**config.mk**
```make
export PLATFORM = sky130hd
export DESIGN_NAME = utf8_stream_decoder_core
export DESIGN_NICKNAME = d
export VERILOG_FILES = /design/src/rtl/u8d_pkg.sv /design/src/rtl/utf8_stream_decoder_core.sv /design/src/rtl/u8d_front.sv /design/src/rtl/u8d_queue.sv /design/src/rtl/u8d_back.sv
export SDC_FILE = /design/constraint.sdc
export NUM_CORES = 1
export LEC_CHECK = 0
export BUFFER_PORTS_ARGS = -buffer_cell sky130_fd_sc_hd__buf_2
export CORE_MARGIN = 2
export CORE_UTILIZATION = 53
export CTS_CLUSTER_DIAMETER = 40
export DETAILED_ROUTE_END_ITERATION = 6
export PLACE_DENSITY = 0.86
export SLEW_MARGIN = 5
export SYNTH_ARGS = -nofsm -noshare
export SYNTH_HDL_FRONTEND = slang
export SYNTH_HIERARCHICAL = 1
export SYNTH_SLANG_ARGS = --single-unit
```
**constraint.sdc**
```tcl
create_clock -name i_clk -period 3.1 [get_ports i_clk]
set_input_delay 0.465 -clock i_clk [delete_from_list [all_inputs] [get_ports i_clk]]
set_output_delay 0.465 -clock i_clk [all_outputs]
set_load 0.02 [all_outputs]
```
**src/rtl/u8d_pkg.sv**
```systemverilog
// Types and constants of the UTF-8 stream decoder.
// Used by the front, queue, back, top level and checker files.
package u8d_pkg;

    localparam int CP_W        = 21;
    localparam int LEN_W       = 3;
    localparam int CNT_OUT_W   = 16;
    localparam int S_DATA_W    = 8;
    localparam int M_DATA_W    = 40;
    localparam int M_USER_W    = 2;
    localparam int QUEUE_DEPTH = 2;

    // Lead and continuation byte patterns.
    localparam logic [7:0] LEAD2_MASK = 8'hE0;
    localparam logic [7:0] LEAD2_CODE = 8'hC0;
    localparam logic [7:0] LEAD3_MASK = 8'hF0;
    localparam logic [7:0] LEAD3_CODE = 8'hE0;
    localparam logic [7:0] LEAD4_MASK = 8'hF8;
    localparam logic [7:0] LEAD4_CODE = 8'hF0;
    localparam logic [7:0] LEAD4_MAX  = 8'hF4;
    localparam logic [7:0] CONT_MASK  = 8'hC0;
    localparam logic [7:0] CONT_CODE  = 8'h80;

    typedef enum logic [1:0] {
        ST_OK       = 2'd0,
        ST_BAD_LEAD = 2'd1,
        ST_BAD_CONT = 2'd2,
        ST_TRUNC    = 2'd3
    } t_status;

    // One result as classified by the front, before the character count is applied.
    typedef struct packed {
        logic [CP_W-1:0]  codepoint;
        logic [LEN_W-1:0] seq_len;
        t_status          status;
        logic             last;
    } t_event;

endpackage

```
**src/rtl/utf8_stream_decoder_core.sv**
```systemverilog
// Channel   Dir  tdata (low bit up)                                    tuser        tlast
// s         in   data_byte[7:0]                                        -            last_byte
// m         out  codepoint[20:0] seq_length[23:21] char_count[39:24]  status[1:0]  end_of_string
//
// One byte is taken per clock while the queue is not full. Classification in the front is
// combinational, so a result is written into the queue at the edge that accepts its byte
// and appears on the m side once the back has moved it into the output register.
// Reset (i_rst_n low at a clock edge) closes any open sequence and clears the count.
// A two-entry queue decouples the front from the output register, so a stall on the
// m side stops the s side only once the queue has filled.
// Top level of the UTF-8 stream decoder; depends on u8d_pkg, u8d_front,
// u8d_queue and u8d_back.
module utf8_stream_decoder_core #(
    parameter int COUNT_BITS = 16
) (
    input  logic                           i_clk,
    input  logic                           i_rst_n,
    input  logic                           i_s_tvalid,
    output logic                           o_s_tready,
    input  logic [u8d_pkg::S_DATA_W-1:0]   i_s_tdata,   // data_byte[7:0]
    input  logic                           i_s_tlast,
    output logic                           o_m_tvalid,
    input  logic                           i_m_tready,
    output logic [u8d_pkg::M_DATA_W-1:0]   o_m_tdata,   // codepoint, seq_length, char_count
    output logic [u8d_pkg::M_USER_W-1:0]   o_m_tuser,   // status[1:0]
    output logic                           o_m_tlast
);

    logic            w_push, w_pop, w_full, w_empty;
    u8d_pkg::t_event w_front_ev, w_back_ev;

    u8d_front u_front (
        .i_clk        (i_clk),
        .i_rst_n      (i_rst_n),
        .i_valid      (i_s_tvalid),
        .i_byte       (i_s_tdata),
        .i_last       (i_s_tlast),
        .i_queue_full (w_full),
        .o_ready      (o_s_tready),
        .o_push       (w_push),
        .o_event      (w_front_ev)
    );

    u8d_queue #(
        .DEPTH (u8d_pkg::QUEUE_DEPTH)
    ) u_queue (
        .i_clk   (i_clk),
        .i_rst_n (i_rst_n),
        .i_push  (w_push),
        .i_data  (w_front_ev),
        .i_pop   (w_pop),
        .o_full  (w_full),
        .o_empty (w_empty),
        .o_data  (w_back_ev)
    );

    u8d_back #(
        .COUNT_BITS (COUNT_BITS)
    ) u_back (
        .i_clk      (i_clk),
        .i_rst_n    (i_rst_n),
        .i_empty    (w_empty),
        .i_event    (w_back_ev),
        .o_pop      (w_pop),
        .i_m_tready (i_m_tready),
        .o_m_tvalid (o_m_tvalid),
        .o_m_tdata  (o_m_tdata),
        .o_m_tuser  (o_m_tuser),
        .o_m_tlast  (o_m_tlast)
    );

endmodule

```
**src/rtl/u8d_front.sv**
```systemverilog
// Front of the UTF-8 stream decoder: accepts bytes, tracks the open sequence
// and classifies each byte into a result event. Depends on u8d_pkg.
module u8d_front (
    input  logic              i_clk,
    input  logic              i_rst_n,
    input  logic              i_valid,
    input  logic [7:0]        i_byte,
    input  logic              i_last,
    input  logic              i_queue_full,
    output logic              o_ready,
    output logic              o_push,
    output u8d_pkg::t_event   o_event
);

    logic [1:0]                  r_pending, n_pending;
    logic [u8d_pkg::CP_W-1:0]    r_partial, n_partial;
    logic [u8d_pkg::LEN_W-1:0]   r_open_len, n_open_len;
    logic                        w_accept;
    logic                        w_has_res;
    logic [u8d_pkg::CP_W-1:0]    w_acc;
    u8d_pkg::t_event             w_ev;

    assign o_ready  = !i_queue_full;
    assign w_accept = i_valid && o_ready;
    assign w_acc    = {r_partial[u8d_pkg::CP_W-7:0], i_byte[5:0]};

    always_comb begin
        n_pending     = r_pending;
        n_partial     = r_partial;
        n_open_len    = r_open_len;
        w_has_res     = 1'b0;
        w_ev.codepoint = '0;
        w_ev.seq_len   = 3'd1;
        w_ev.status    = u8d_pkg::ST_OK;
        w_ev.last      = i_last;

        if (r_pending == 2'd0) begin
            priority if (i_byte[7] == 1'b0) begin
                w_has_res      = 1'b1;
                w_ev.codepoint = u8d_pkg::CP_W'(i_byte);
            end else if ((i_byte & u8d_pkg::LEAD2_MASK) == u8d_pkg::LEAD2_CODE) begin
                n_partial  = u8d_pkg::CP_W'(i_byte[4:0]);
                n_open_len = 3'd2;
                n_pending  = 2'd1;
            end else if ((i_byte & u8d_pkg::LEAD3_MASK) == u8d_pkg::LEAD3_CODE) begin
                n_partial  = u8d_pkg::CP_W'(i_byte[3:0]);
                n_open_len = 3'd3;
                n_pending  = 2'd2;
            end else if ((i_byte & u8d_pkg::LEAD4_MASK) == u8d_pkg::LEAD4_CODE
                         && i_byte <= u8d_pkg::LEAD4_MAX) begin
                n_partial  = u8d_pkg::CP_W'(i_byte[2:0]);
                n_open_len = 3'd4;
                n_pending  = 2'd3;
            end else begin
                w_has_res   = 1'b1;
                w_ev.status = u8d_pkg::ST_BAD_LEAD;
            end
        end else if ((i_byte & u8d_pkg::CONT_MASK) == u8d_pkg::CONT_CODE) begin
            n_pending = r_pending - 2'd1;
            if (r_pending == 2'd1) begin
                w_has_res      = 1'b1;
                w_ev.codepoint = w_acc;
                w_ev.seq_len   = r_open_len;
                n_partial      = '0;
                n_open_len     = '0;
            end else begin
                n_partial = w_acc;
            end
        end else begin
            // The offending byte is counted among the dropped bytes.
            w_has_res    = 1'b1;
            w_ev.status  = u8d_pkg::ST_BAD_CONT;
            w_ev.seq_len = r_open_len - {1'b0, r_pending} + 3'd1;
            n_pending    = '0;
            n_partial    = '0;
            n_open_len   = '0;
        end

        if (i_last) begin
            if (!w_has_res) begin
                w_has_res    = 1'b1;
                w_ev.status  = u8d_pkg::ST_TRUNC;
                w_ev.seq_len = n_open_len - {1'b0, n_pending};
            end
            n_pending  = '0;
            n_partial  = '0;
            n_open_len = '0;
        end
    end

    assign o_push  = w_accept && w_has_res;
    assign o_event = w_ev;

    always_ff @(posedge i_clk) begin
        if (!i_rst_n) begin
            r_pending  <= '0;
            r_partial  <= '0;
            r_open_len <= '0;
        end else if (w_accept) begin
            r_pending  <= n_pending;
            r_partial  <= n_partial;
            r_open_len <= n_open_len;
        end
    end

endmodule

```
**src/rtl/u8d_queue.sv**
```systemverilog
// Short queue of classified events between the front and the back.
// Depends on u8d_pkg for the event type.
module u8d_queue #(
    parameter int DEPTH = 2
) (
    input  logic             i_clk,
    input  logic             i_rst_n,
    input  logic             i_push,
    input  u8d_pkg::t_event  i_data,
    input  logic             i_pop,
    output logic             o_full,
    output logic             o_empty,
    output u8d_pkg::t_event  o_data
);

    localparam int AW = (DEPTH > 1) ? $clog2(DEPTH) : 1;
    localparam int CW = $clog2(DEPTH + 1);

    u8d_pkg::t_event r_mem [DEPTH];
    logic [AW-1:0]   r_wr, r_rd;
    logic [CW-1:0]   r_cnt;
    logic            w_push, w_pop;

    assign o_full  = (r_cnt == CW'(DEPTH));
    assign o_empty = (r_cnt == '0);
    assign o_data  = r_mem[r_rd];
    assign w_push  = i_push && !o_full;
    assign w_pop   = i_pop && !o_empty;

    always_ff @(posedge i_clk) begin
        if (w_push) begin
            r_mem[r_wr] <= i_data;
        end
    end

    always_ff @(posedge i_clk) begin
        if (!i_rst_n) begin
            r_wr  <= '0;
            r_rd  <= '0;
            r_cnt <= '0;
        end else begin
            if (w_push) begin
                r_wr <= (r_wr == AW'(DEPTH - 1)) ? '0 : r_wr + AW'(1);
            end
            if (w_pop) begin
                r_rd <= (r_rd == AW'(DEPTH - 1)) ? '0 : r_rd + AW'(1);
            end
            if (w_push && !w_pop) begin
                r_cnt <= r_cnt + CW'(1);
            end else if (w_pop && !w_push) begin
                r_cnt <= r_cnt - CW'(1);
            end
        end
    end

endmodule

```
**src/rtl/u8d_back.sv**
```systemverilog
// Back of the UTF-8 stream decoder: applies the saturating character count
// and holds the result register. Depends on u8d_pkg.
module u8d_back #(
    parameter int COUNT_BITS = 16
) (
    input  logic                           i_clk,
    input  logic                           i_rst_n,
    input  logic                           i_empty,
    input  u8d_pkg::t_event                i_event,
    output logic                           o_pop,
    input  logic                           i_m_tready,
    output logic                           o_m_tvalid,
    output logic [u8d_pkg::M_DATA_W-1:0]   o_m_tdata,
    output logic [u8d_pkg::M_USER_W-1:0]   o_m_tuser,
    output logic                           o_m_tlast
);

    localparam logic [COUNT_BITS-1:0] CNT_MAX = {COUNT_BITS{1'b1}};

    logic [COUNT_BITS-1:0]               r_count, n_count;
    logic [31:0]                         w_count_ext;
    logic                                r_valid;
    logic [u8d_pkg::M_DATA_W-1:0]        r_data;
    logic [u8d_pkg::M_USER_W-1:0]        r_user;
    logic                                r_last;

    assign o_pop = !i_empty && (!r_valid || i_m_tready);

    always_comb begin
        n_count = r_count;
        if (i_event.status == u8d_pkg::ST_OK && r_count != CNT_MAX) begin
            n_count = r_count + COUNT_BITS'(1);
        end
    end

    assign w_count_ext = 32'(n_count);

    always_ff @(posedge i_clk) begin
        if (!i_rst_n) begin
            r_valid <= 1'b0;
            r_count <= '0;
        end else begin
            if (o_pop) begin
                r_valid <= 1'b1;
                r_count <= i_event.last ? '0 : n_count;
            end else if (i_m_tready) begin
                r_valid <= 1'b0;
            end
        end
    end

    always_ff @(posedge i_clk) begin
        if (o_pop) begin
            r_data <= {w_count_ext[u8d_pkg::CNT_OUT_W-1:0], i_event.seq_len,
                       i_event.codepoint};
            r_user <= i_event.status;
            r_last <= i_event.last;
        end
    end

    assign o_m_tvalid = r_valid;
    assign o_m_tdata  = r_data;
    assign o_m_tuser  = r_user;
    assign o_m_tlast  = r_last;

endmodule

```
==> metrics <==
synth warn 6; top cells by area, synth edfxtp_1 (46%), dfxtp_1 (13%), mux2_2 (5.0%), and2_1 (2.3%), nand2_1 (2.3%); Global Route Usage Sum 20.5%; most numerous cell in the Yosys netlist edfxtp_1; Clock Latency Late Sink 0.42 ns; hold_buf cts 0; setup_tns 0 ns; Max Root-Sink Buffers 2; Synth top area share 46.4%; Post-synth top cells edfxtp_1 (97), dfxtp_1 (42), nand2_1 (38), mux2_2 (28), nand3_1 (24); area of the die 12,700 um^2; DR WL/cell 17.7 um; IO Pins 58; post-layout min period 2.75 ns; largest net degree at the start of global routing 45; drt drc 1; Hold Path Class in2reg; clk_skew 0.0107 ns; vias in the first global route 4,156; first-pass GRT wire length 20.5 mm; Pwr Density 838 nW/um^2; Final Hold Viols 0; initial core utilization 54.7%; post-route antenna net violation count 0; fin util 63.1%; worst-path fanout max 8; worst slew pin tran 1.04 ns; Synth Instances 510; syn nets 532; leakage 2.62 nW; Die Ht 113 um; dominant cell type by area after synthesis edfxtp_1; Final Total Pwr 6.07 mW; count of cell types in the netlist 76; DR vias/cell 6.10; Num CTS Buffers 17; Max-Cap Viols 0; Layout Nets 587; total gr overflow 0; Critical Path End Type register; most used flip-flop cell after synthesis edfxtp_1; Final Instance Count excl. Fillers 721; WL final 12.8 mm; multi-input combinational cell area 2330 um^2; H-tree levels 4; DP Wirelength 8.41 mm; share of cells above drive strength 1 24.7%; failing checks DRC; DR pass1 iterations 7; r2r setup slk 0.35 ns; via count 4,400; fill cell count 795; Async SR Flop Fraction 0%; worst setup path class reg2reg; Reg area 3750 um^2; PostCTS Resize Cnt 0; Final setup viols 0; Setup Buffers After CTS 0; width of the die 113 um; # diodes 0; Yosys reg bits 139; crit path DAT 3.09 ns; Max Slew Vio Count 0; unrepaired setup endpoints after global routing false; Fmax achieved 364 MHz; Core Rows 39; initial antenna violation count 0; Peak VDD IR 0.555 mV; Post-synth EDFFs 97; Required @ worst endpoint 3.44 ns; synthesis-to-layout area growth 15.4%; CTS tree built; CP Launch Type register; Avg Inst Size Synth 12.3 um^2; clock slew at reported path FFs 0.06 ns; final period utilization 88.6%; root buffer cell clkbuf_16; GP Congestion 0.949; Detailed Route Iter0 Violations 388; placed insts 689; outcome complete, but fails checks; Cell Area, Synth 6270 um^2; core area 11,500 um^2; Buffers on Ports 57; CTS sink count 139; Max-slew headroom 30.1%; sequential element share of the synthesized area 59.8%
-- state kept, by name, indices dropped and copies added (netlist names), 2 cells and up, named ones only --
name	cells
u_back/o_m_tdata	40
u_back/o_m_tuser	2
u_back/r_count	16
u_front/r_open_len	3
u_front/r_partial	15
u_front/r_pending	2
u_queue/r_cnt	2
u_queue/r_mem	54
-- placed cells by master, fill, tap and decap left out, types with 7 or more instances in the layout --
cell and count:
dfxtp_1 42, ha_1 8, nand3_1 24, buf_2 57
edfxtp_1 97, xor2_1 11, mux2_2 28, inv_1 11
clkbuf_16 17, and2_1 23, nor2b_1 9, o211ai_1 7
nor2_1 17, a31oi_1 11, a21oi_1 16, o21ai_0 22
nand2_1 38, and3_1 11, nor3_1 7
-- logic make-up after synthesis --
family,synth area share [%]
AND/OR/NAND/NOR,15.8
flip-flops,59.8
AO/OA/AOI/OAI,11.9
buffers and inverters,3.15
multiplexers,5.03
XOR/XNOR,2.37
adder cells (fa/ha/maj),1.92
-- cell type report --
cell class | instances | share of cell area, %
timing repair buffer | 64 | 4.84
sequential | 139 | 51.8
inverter | 14 | 0.726
clock buffer | 19 | 5.98
clock inverter | 13 | 1.99
multi-input combinational | 329 | 32.1
tap | 143 | 2.47
-- metal layers --
metal	GRT usage [%]	part of all wire, %	routed length, um	vias to the layer above
met4	9.76	2.7	349	0
met3	3.86	7.8	998	37
li1	-	-	-	2042
met5	0	0	0	-
met1	27.9	44	5630	2095
met2	32.0	45	5820	226
-- path summary, 6_finish.rpt --
path,start,endpoint,cells after the start
worst min register to register,u_front/r_partial[11],u_front/r_partial[11],2
worst max register to register,u_front/r_pending[0],u_queue/r_cnt[1],11
worst max-delay path,u_front/r_pending[0],u_queue/r_cnt[1],11
worst min-delay path,i_s_tdata[2],u_front/r_partial[2],2
-- worst max-delay path, cell delays in order, from the launching register on --
cell and delay [ns]:
dfxtp_1 0.33, inv_1 0.11, ha_1 0.35, buf_4 0.24, o21ai_2 0.10, or2_4 0.25
a31oi_1 0.25, inv_1 0.13, nor2_1 0.14, ha_1 0.28, or3_1 0.35, a21boi_1 0.15
-- power by group --
part / internal (mW) / switching [mW]
clock network: 1.19 / 0.774
registers: 2.49 / 0.108
logic: 0.488 / 1.02
-- stage by stage --
stage	hold slack (ns)	setup slack [ns]	instance area (um^2)
2_1_floorplan	0.435	0.123	6270
3_3_place_gp	0.448	0.487	6660
3_5_place_dp	0.456	0.417	6660
4_1_cts	0.296	0.379	7240
5_1_grt	0.321	0.158	7240
6_report	0.307	0.354	7240
(Power assumes the default switching activity.)
